File: src/rtl/bsd_pkg.sv
// Shared types, command codes and 8b/10b decode tables for the deserializer.
package bsd_pkg;

    localparam int SYM_W  = 10;
    localparam int BYTE_W = 8;
    localparam int CNT_W  = 4;
    localparam int ADDR_W = 4;

    localparam logic [CNT_W-1:0] SYMBOL_BITS = 4'd10;

    typedef enum logic [1:0] {
        CMD_PUSH   = 2'd0,
        CMD_RESYNC = 2'd1,
        CMD_RESET  = 2'd2,
        CMD_UNUSED = 2'd3
    } cmd_t;

    localparam logic [1:0] REG_COMMA_MINUS = 2'd0;
    localparam logic [1:0] REG_COMMA_PLUS  = 2'd1;
    localparam logic [1:0] REG_COMMA_CODE  = 2'd2;

    typedef struct packed {
        logic [SYM_W-1:0]  comma_minus;
        logic [SYM_W-1:0]  comma_plus;
        logic [BYTE_W-1:0] comma_code;
    } cfg_t;

    typedef struct packed {
        logic [SYM_W-1:0]  raw_symbol;
        logic [BYTE_W-1:0] decoded_byte;
        logic              symbol_valid;
        logic              is_control;
        logic              is_comma;
    } result_t;

    // Index abcdei; bit 5 flags a legal sub-block, bits 4..0 hold EDCBA.
    localparam logic [5:0] DEC6_LUT [64] = '{
        6'h00, 6'h00, 6'h00, 6'h00, 6'h00, 6'h37, 6'h28, 6'h27,
        6'h00, 6'h3B, 6'h24, 6'h34, 6'h38, 6'h2C, 6'h3C, 6'h00,
        6'h00, 6'h3D, 6'h22, 6'h32, 6'h3F, 6'h2A, 6'h3A, 6'h2F,
        6'h20, 6'h26, 6'h36, 6'h30, 6'h2E, 6'h21, 6'h3E, 6'h00,
        6'h00, 6'h3E, 6'h21, 6'h31, 6'h30, 6'h29, 6'h39, 6'h20,
        6'h2F, 6'h25, 6'h35, 6'h3F, 6'h2D, 6'h22, 6'h3D, 6'h00,
        6'h00, 6'h23, 6'h33, 6'h38, 6'h2B, 6'h24, 6'h3B, 6'h00,
        6'h27, 6'h28, 6'h37, 6'h00, 6'h00, 6'h00, 6'h00, 6'h00
    };

    // Index fghj; bit 3 flags a legal sub-block, bits 2..0 hold HGF.
    localparam logic [3:0] DEC4_LUT [16] = '{
        4'h0, 4'hF, 4'hC, 4'hB, 4'h8, 4'hA, 4'hE, 4'hF,
        4'hF, 4'h9, 4'hD, 4'h8, 4'hB, 4'hC, 4'hF, 4'h0
    };

endpackage

File: src/rtl/bsd_decode.sv
// Table decoder that maps one 10-bit symbol to its data byte.
module bsd_decode
    import bsd_pkg::*;
(
    input  logic [SYM_W-1:0]  symbol,
    output logic [BYTE_W-1:0] data_byte,
    output logic              data_valid
);

    logic [5:0] hi;
    logic [3:0] lo;

    assign hi = DEC6_LUT[symbol[9:4]];
    assign lo = DEC4_LUT[symbol[3:0]];

    always_comb begin
        data_valid = hi[5] & lo[3];
        if (data_valid) begin
            data_byte = {lo[2:0], hi[4:0]};
        end else begin
            data_byte = '0;
        end
    end

endmodule

File: src/rtl/bsd_core.sv
// Bit window, comma alignment, symbol phase counter and result register.
module bsd_core
    import bsd_pkg::*;
(
    input  logic       aclk,
    input  logic       aresetn,
    input  cfg_t       cfg,
    input  logic       in_valid,
    output logic       in_ready,
    input  logic [1:0] in_cmd,
    input  logic       in_bit,
    output logic       out_valid,
    input  logic       out_ready,
    output result_t    out_data
);

    logic [SYM_W-1:0] window_reg, window_next;
    logic             aligned_reg, aligned_next;
    logic [CNT_W-1:0] count_reg, count_next;
    logic             valid_reg, valid_next;
    result_t          result_reg, result_next;

    logic [SYM_W-1:0]  shifted;
    logic [CNT_W-1:0]  count_inc;
    logic [BYTE_W-1:0] dec_byte;
    logic              dec_valid;
    logic              accept;
    logic              emit;

    bsd_decode u_decode (
        .symbol     (shifted),
        .data_byte  (dec_byte),
        .data_valid (dec_valid)
    );

    assign in_ready  = !valid_reg || out_ready;
    assign accept    = in_valid && in_ready;
    assign shifted   = {window_reg[SYM_W-2:0], in_bit};
    assign count_inc = count_reg + 1'b1;
    assign out_valid = valid_reg;
    assign out_data  = result_reg;

    always_comb begin
        window_next  = window_reg;
        aligned_next = aligned_reg;
        count_next   = count_reg;
        result_next  = result_reg;
        emit         = 1'b0;
        if (accept) begin
            case (cmd_t'(in_cmd))
                CMD_RESYNC: begin
                    window_next  = '0;
                    count_next   = '0;
                    aligned_next = 1'b1;
                end
                CMD_RESET: begin
                    window_next  = '0;
                    count_next   = '0;
                    aligned_next = 1'b0;
                end
                CMD_PUSH: begin
                    window_next = shifted;
                    if (shifted == cfg.comma_minus || shifted == cfg.comma_plus) begin
                        aligned_next = 1'b1;
                        count_next   = '0;
                        emit         = 1'b1;
                        result_next  = '{shifted, cfg.comma_code, 1'b1, 1'b1, 1'b1};
                    end else if (aligned_reg) begin
                        if (count_inc >= SYMBOL_BITS) begin
                            count_next  = '0;
                            emit        = 1'b1;
                            result_next = '{shifted, dec_byte, dec_valid, 1'b0, 1'b0};
                        end else begin
                            count_next = count_inc;
                        end
                    end
                end
                default: begin
                end
            endcase
        end
        if (emit) begin
            valid_next = 1'b1;
        end else if (out_ready) begin
            valid_next = 1'b0;
        end else begin
            valid_next = valid_reg;
        end
    end

    always_ff @(posedge aclk) begin
        if (!aresetn) begin
            window_reg  <= '0;
            aligned_reg <= 1'b0;
            count_reg   <= '0;
            valid_reg   <= 1'b0;
        end else begin
            window_reg  <= window_next;
            aligned_reg <= aligned_next;
            count_reg   <= count_next;
            valid_reg   <= valid_next;
        end
    end

    always_ff @(posedge aclk) begin
        result_reg <= result_next;
    end

endmodule

File: src/rtl/bit_serial_8b10b_deserializer.sv
// Top level of the bit-serial 8b/10b deserializer with configuration registers.
//
// The input channel (s_valid, s_ready, s_cmd, s_line_bit) carries one command per
// transfer: push one line bit, resync the symbol phase, or clear alignment.
// The result channel (m_valid, m_ready, m_*) carries one decoded symbol per
// transfer. A pushed bit that completes a comma gives a comma result at once;
// once aligned, every tenth pushed bit gives a data symbol result.
// Throughput is one input transfer per cycle while the result channel does not
// stall, set by the single pass through the window update and decode tables. A
// result appears on the result ports in the cycle after the input transfer
// that causes it. The output register lets a new input transfer be taken in
// the same cycle that a waiting result is taken. While a result waits and
// m_ready is low, s_ready is low. Synchronous reset clears the window,
// alignment, phase counter and result valid, and returns the comma registers
// to their defaults. The APB port (registers at byte addresses 0, 4 and 8) is
// to be written only while idle; the block itself does not enforce this.
module bit_serial_8b10b_deserializer
    import bsd_pkg::*;
(
    input  logic              aclk,
    input  logic              aresetn,
    input  logic              psel,
    input  logic              penable,
    input  logic              pwrite,
    input  logic [ADDR_W-1:0] paddr,
    input  logic [31:0]       pwdata,
    output logic [31:0]       prdata,
    output logic              pready,
    input  logic              s_valid,
    output logic              s_ready,
    input  logic [1:0]        s_cmd,
    input  logic              s_line_bit,
    output logic              m_valid,
    input  logic              m_ready,
    output logic [SYM_W-1:0]  m_raw_symbol,
    output logic [BYTE_W-1:0] m_decoded_byte,
    output logic              m_symbol_valid,
    output logic              m_is_control,
    output logic              m_is_comma
);

    cfg_t    cfg_reg, cfg_next;
    result_t result;
    logic    wr_en;

    assign pready = 1'b1;
    assign wr_en  = psel && penable && pwrite && pready;

    always_comb begin
        cfg_next = cfg_reg;
        if (wr_en) begin
            case (paddr[3:2])
                REG_COMMA_MINUS: cfg_next.comma_minus = pwdata[SYM_W-1:0];
                REG_COMMA_PLUS:  cfg_next.comma_plus  = pwdata[SYM_W-1:0];
                REG_COMMA_CODE:  cfg_next.comma_code  = pwdata[BYTE_W-1:0];
                default: begin
                end
            endcase
        end
    end

    always_comb begin
        case (paddr[3:2])
            REG_COMMA_MINUS: prdata = {22'd0, cfg_reg.comma_minus};
            REG_COMMA_PLUS:  prdata = {22'd0, cfg_reg.comma_plus};
            REG_COMMA_CODE:  prdata = {24'd0, cfg_reg.comma_code};
            default:         prdata = '0;
        endcase
    end

    always_ff @(posedge aclk) begin
        if (!aresetn) begin
            cfg_reg <= '{10'h0F8, 10'h307, 8'hFC};
        end else begin
            cfg_reg <= cfg_next;
        end
    end

    bsd_core u_core (
        .aclk      (aclk),
        .aresetn   (aresetn),
        .cfg       (cfg_reg),
        .in_valid  (s_valid),
        .in_ready  (s_ready),
        .in_cmd    (s_cmd),
        .in_bit    (s_line_bit),
        .out_valid (m_valid),
        .out_ready (m_ready),
        .out_data  (result)
    );

    assign m_raw_symbol   = result.raw_symbol;
    assign m_decoded_byte = result.decoded_byte;
    assign m_symbol_valid = result.symbol_valid;
    assign m_is_control   = result.is_control;
    assign m_is_comma     = result.is_comma;

endmodule
File: config.mk
export PLATFORM = sky130hd
export DESIGN_NAME = bit_serial_8b10b_deserializer
export DESIGN_NICKNAME = d
export VERILOG_FILES = /design/src/rtl/bsd_pkg.sv /design/src/rtl/bsd_decode.sv /design/src/rtl/bsd_core.sv /design/src/rtl/bit_serial_8b10b_deserializer.sv
export SDC_FILE = /design/constraint.sdc
export NUM_CORES = 1
export LEC_CHECK = 0
export BUFFER_PORTS_ARGS = -buffer_cell sky130_fd_sc_hd__buf_2
export CELL_PAD_IN_SITES_DETAIL_PLACEMENT = 1
export CELL_PAD_IN_SITES_GLOBAL_PLACEMENT = 2
export CORE_UTILIZATION = 33
export CTS_BUF_LIST = sky130_fd_sc_hd__clkbuf_4
export DETAILED_ROUTE_END_ITERATION = 12
export MAX_ROUTING_LAYER = met4
export PLACE_DENSITY_LB_ADDON = 0.12
export SLEW_MARGIN = 30
export SYNTH_ARGS = -nofsm -noshare
export SYNTH_HDL_FRONTEND = slang
export SYNTH_HIERARCHICAL = 1
export SYNTH_SLANG_ARGS = --single-unit
File: constraint.sdc
create_clock -name aclk -period 3.6 [get_ports aclk]
set_clock_uncertainty 0.1 [all_clocks]
set_input_delay 0 -clock aclk [delete_from_list [all_inputs] [get_ports aclk]]
set_output_delay 0 -clock aclk [all_outputs]
set_load 0.01 [all_outputs]
-- Word-level counts from Yosys, hierarchy flattened
Memory sizes are Yosys's and may differ from the RTL's.
Cells that the tools add are included.
- register bits: 64
- ROM bits: 448
- output and inout port bits: 56
- word-level logic and storage cells: 73
- memories kept: 2
- memory list (memory ; words ; width ; rd ports ; clocked after Yosys merged registers in ; write ports ; line ; source):
    (no name shown) ; 64 ; 6 ; 1 ; 0 ; 0 ; bsd_decode.sv:13 ; assign hi = DEC6_LUT[symbol[9:4]];
    (no name shown) ; 16 ; 4 ; 1 ; 0 ; 0 ; bsd_decode.sv:14 ; assign lo = DEC4_LUT[symbol[3:0]];
- add/subtract/negate cells: 1
- order comparisons: 3
- equal/unequal tests: 8
- multiplexer cells: 23
- bitwise logic cells: 3
- reductions and logical operators: 21
- operator list (kind ; number):
    $mux 21 ; 3
    $pmux 10 s3 ; 1
    $eq 10x10->1 ; 2
    $mux 4 ; 5
    $pmux 9 s2 ; 1
    $mux 6 ; 2
    $mux 1 ; 8
    $mux 8 ; 1
    $pmux 4 s2 ; 1
    $reduce_and 2->1 ; 4
    $reduce_bool 2->1 ; 4
    $ge 7x7->1 const B ; 1
    $not 6->7 ; 1
    $reduce_and 3->1 ; 2
    $ge 5x5->1 const B ; 1
    $not 4->5 ; 1
    $add 4x1->4 const B ; 1
    $eq 2x1->1 const B ; 2
    $eq 2x2->1 const B ; 2
    $ge 4x4->1 const B ; 1
    $logic_not 2->1 ; 2
    $reduce_and 4->1 ; 1
    $logic_and 1x1->1 ; 3
    $ne 3x1->1 const B ; 1
    other kinds (7) ; 8

-- Longest topological paths before layout
- word-level depth: 9
- mapped depth: 8

-- Cells and area by module
The synthesis kept the hierarchy.
- modules (own cells, without submodules) (module ; instances ; cells each ; area each (um2)):
    bsd_core ; 1 ; 156 ; 1789.2
    bit_serial_8b10b_deserializer ; 1 ; 175 ; 1565.3
    bsd_decode ; 1 ; 119 ; 775.7

-- Worst setup path before layout
No wires, ideal clock.
- path kind: reg2reg
- from: register u_core.window_reg[8]
- to: register u_core.result_reg, in the netlist u_core/out_data[10], enable pin
- library setup time: 0.404 ns
- arrival: 2.290 ns
- setup slack: 0.807 ns
- stages on the path, launching flop included: 6
- path buffers: 0
- cells stage by stage: dfxtp_1 xor2_1 nor4_2 and4_4 nor2_8 a21oi_1
- longest elaborated chain between the ends: 4
- ends and longest elaborated chain (element ; line ; source):
    start, declared ; bsd_core.sv:17 ; logic [SYM_W-1:0] window_reg, window_next;
    start signal, assigned ; bsd_core.sv:98 ; window_reg <= window_next;
    $eq 10x10->1 ; bsd_core.sv:63 ; if (shifted == cfg.comma_minus || shifted == cfg.comma_plus) begin
    $logic_or 1x1->1 * ; bsd_core.sv:63 ;
    $reduce_bool 2->1 (no source line) ; - ;
    $reduce_and 4->1 (no source line) * ; - ;
    end signal, assigned ; bsd_core.sv:106 ; result_reg <= result_next;
    end, declared ; bsd_core.sv:21 ; result_t result_reg, result_next;
Every way passes the cells marked *; elsewhere a longest branch is shown, timed or not.
A chain may end at the register's enable or synchronous reset.

-- Worst setup path in the final report
- from: register u_core.window_reg[0]
- to: register u_core.result_reg, in the netlist u_core/out_data[4], data pin
- longest elaborated chain between the ends: 9
- ends and longest elaborated chain (element ; line ; source):
    $not 4->5 (implied by the code) ; bsd_decode.sv:14 ;
    $mem_v2 16x4 ; - ;
    $mux 4 (implied by the code) (2 in series) ; bsd_decode.sv:14 ;
    $and 1x1->1 ; bsd_decode.sv:17 ; data_valid = hi[5] & lo[3];
    $mux 8 ; bsd_decode.sv:18 ; if (data_valid) begin
    via u_core.dec_byte[1] ; bsd_core.sv:25 ; logic [BYTE_W-1:0] dec_byte;
    $mux 21 ; bsd_core.sv:69 ; if (count_inc >= SYMBOL_BITS) begin
    $mux 21 ; bsd_core.sv:68 ; end else if (aligned_reg) begin
    $mux 21 ; bsd_core.sv:63 ;
The timed path passes the listed nets, and every way through them passes these cells. The select of a mux whose other input is x is not followed.

==> results.py <==
metrics = {
    "finish": {
        "nFillCells": 1482,
        "drive_above_1_share_pct": 19.9,
        "largest_reg_flops": 28,
        "nNetsFinal": 583,
        "instances_no_fill": 695,
        "synthToLayoutAreaGrowth_pct": 17.5,
        "num_antenna_cells": 0,
    },
    "grt": {
        "overflow": 0,
        "grt_max_degree": 55,
        "grt_pass1_vias": 3451,
        "antenna_found_initial": 0,
        "grt_pass1_wl_um": 18600,
        "track_usage_pct": 19.1,
    },
    "logic_synthesis": {
        "ys_types": 59,
        "synthesis.area_per_instance_um2": 9.18,
        "synthTopCellsByCount": "nand2_1 (52), dfxtp_1 (43), mux2i_1 (42)",
        "synth_top_area_share_pct": 20.8,
        "synth_edf_count": 20,
        "yosysMostFrequentCell": "nand2_1",
        "synth_flop_cell": "dfxtp_1",
        "netlist_instances": 450,
        "netlist_top_cells_area": "dfxtp_1 (21%), edfxtp_1 (15%), mux2i_1 (10%)",
        "ys_seq_elements": 63,
        "yosysTopAreaCell": "dfxtp_1",
        "yosys_warnings": 6,
        "seq_area_frac_synth_pct": 35.4,
        "synthArstFlopShare_pct": 0,
        "synthesis.area_mm2": 0.00413,
    },
    "sta": {
        "rsz0062_at_grt": "false",
        "worstMarginPinSlew_ps": 847,
        "fin_crit_sh_pct": 73.1,
        "maxSlewHeadroom_pct": 43.4,
        "setup_viol": 0,
        "finalMaxSlewViolations": 0,
        "fmax_mhz": 380,
        "hold_violations": 0,
        "setup_tns_ps": 0,
        "min_period_ps": 2630,
    },
    "die": {
        "io_pins": 102,
        "start_util_pct": 34.1,
        "num_rows": 40,
        "die-area_mm2": 0.0130,
        "die_y_um": 114,
        "core_mm2": 0.0121,
        "die_w_um": 114,
    },
    "clock_network": {
        "ctsRootBufferMaster": "clkbuf_4",
        "htreeDepth": 3,
        "cts_sinks": 63,
        "cts.path.max_buffers": 2,
        "clk_pin_slew_worst_paths_ps": 110,
        "insertion_delay_ps": 410,
        "cts_tree": "yes",
        "tritoncts.num_buffers": 9,
    },
    "worst_hold_path": {
        "hold-path-cell-count": 3,
        "min_path_type": "primary input to flip-flop",
    },
    "setup_path": {
        "arrival_ps": 2820,
        "path_buf_inv": 1,
        "path_cells": "inv_1 > ha_1 > a32o_1 > a2111o_1 > nor4_1 > mux2_4",
        "cpLargestDelayFamily": "compound AO/OA/AOI/OAI gates",
        "critPathSlowestCell": "dfxtp_1",
        "worstSetupPathType": "flip-flop to flip-flop",
        "cp_max_fo": 10,
        "required_ps": 3780,
        "cp_slowest_stage_delay_ps": 640,
        "cp.depth": 6,
        "setup.worst_path.start_class": "flip-flop",
        "reg2reg_depth": 6,
        "critPathCaptureType": "flip-flop",
    },
    "placed_design": {
        "dpl.hpwl_um": 8350,
        "placed_cells": 656,
        "gp_congestion": 0.804,
        "port_buffers": 54,
    },
    "routing": {
        "wl_um": 11500,
        "routed_via_density": 4.89,
        "drc": 0,
        "detail-route-antenna-nets": 0,
        "drt_first_pass_iters": 4,
        "routedWlPerCell_um": 16.5,
        "vias": 3396,
        "first_iter_violations": 117,
    },
    "power": {
        "cellPowerDensity_mw_per_mm2": 282,
        "peakVddDrop_mv": 0.119,
        "p_leak_uw": 0.00195,
    },
    "flow_run": {
        "maxCapViolCount": 0,
    },
    "status": {
        "status": "completed",
    },
}
-- kinds of logic after synthesis --
group,count (synthesis),synth area share [%]
fa+ha+maj,16,4.82
buf+inv,63,8.60
flops,63,35.4
simple gates,157,21.1
other cells,2,0.182
mux,50,13.1
compound gates,76,11.9
xor+xnor,23,4.88
-- repair_timing --
| action | CTS | global route |
|---|---|---|
| hold buffers | 23 | 0 |
| gates resized for setup | 0 | 0 |
| setup buffers | 0 | 0 |
| endpoints found under the hold margin | 32 | 0 |
-- worst paths after layout --
path / from / end / slack (ps)
worst max-delay path: u_core/window_reg[0] / u_core/out_data[4] / 970
worst min-delay path: paddr[3] / cfg_reg[9] / 90
worst max register to register: u_core/window_reg[0] / u_core/out_data[4] / 970
worst min register to register: cfg_reg[1] / cfg_reg[1] / 380
-- report_power, final --
part | internal, uW | leakage [uW] | switching, uW
combinational | 58.5 | 0.00134 | 85.3
sequential | 733 | 0.000528 | 8.38
clock | 222 | 0.0000780 | 263
total | 1010 | 0.00195 | 357
-- worst min-delay path, cell delays in order --
cell and delay (ps):
buf_2 280, nor3b_2 150, mux2i_1 120
-- layout make-up --
cell class | instances | area [um^2] | area share [%]
clock buffer | 11 | 82.6 | 1.70
clock inverter | 5 | 48.8 | 1.01
inverter | 13 | 51.3 | 1.06
multi-input combinational | 345 | 2400 | 49.5
sequential | 63 | 1460 | 30.1
tap | 168 | 210 | 4.33
timing repair buffer | 90 | 598 | 12.3
-- layout by cell type (no fill, tap or decap), drive strengths merged, types with 3 or more instances in the layout --
master	synthesis	final
nand4	3	3
mux2i	42	42
mux2	8	8
o211ai	3	3
nand3	20	20
dfxtp	43	43
xor2	17	17
nand2b	10	10
xnor2	6	6
conb	2	23
nand2	52	52
edfxtp	20	20
nor3	7	7
nor2b	27	27
clkinv	1	5
inv	12	12
buf	36	67
clkbuf	14	11
o21ai	12	12
a21oi	28	28
dlygate4sd3	0	23
nor4	8	8
a311oi	3	3
a31oi	4	4
a211oi	4	4
o31ai	5	5
nor2	13	13
nand3b	5	5
nor3b	4	4
ha	15	15
-- metrics by stage --
step	area, um^2	util [%]	hold WS, ps	total power (uW)	worst slack, ps
global placement	4490	37.1	161	884	976
global route	4850	40.1	76.5	1440	802
detailed placement	4490	37.1	170	886	985
finish	4850	40.1	87.2	1370	968
floorplan	4210	-	-1.13	859	807
CTS	4850	40.1	36.9	1400	949
-- routing by layer --
layer | share of wire [%] | wire, um | global-route usage (%)
met4 | 0.70 | 81 | 4.68
met5 | 0 | 0 | -
met3 | 2.6 | 303 | 3.03
met1 | 51 | 5840 | 25.4
met2 | 46 | 5270 | 30.5
Power figures use the tool's default switching activity.
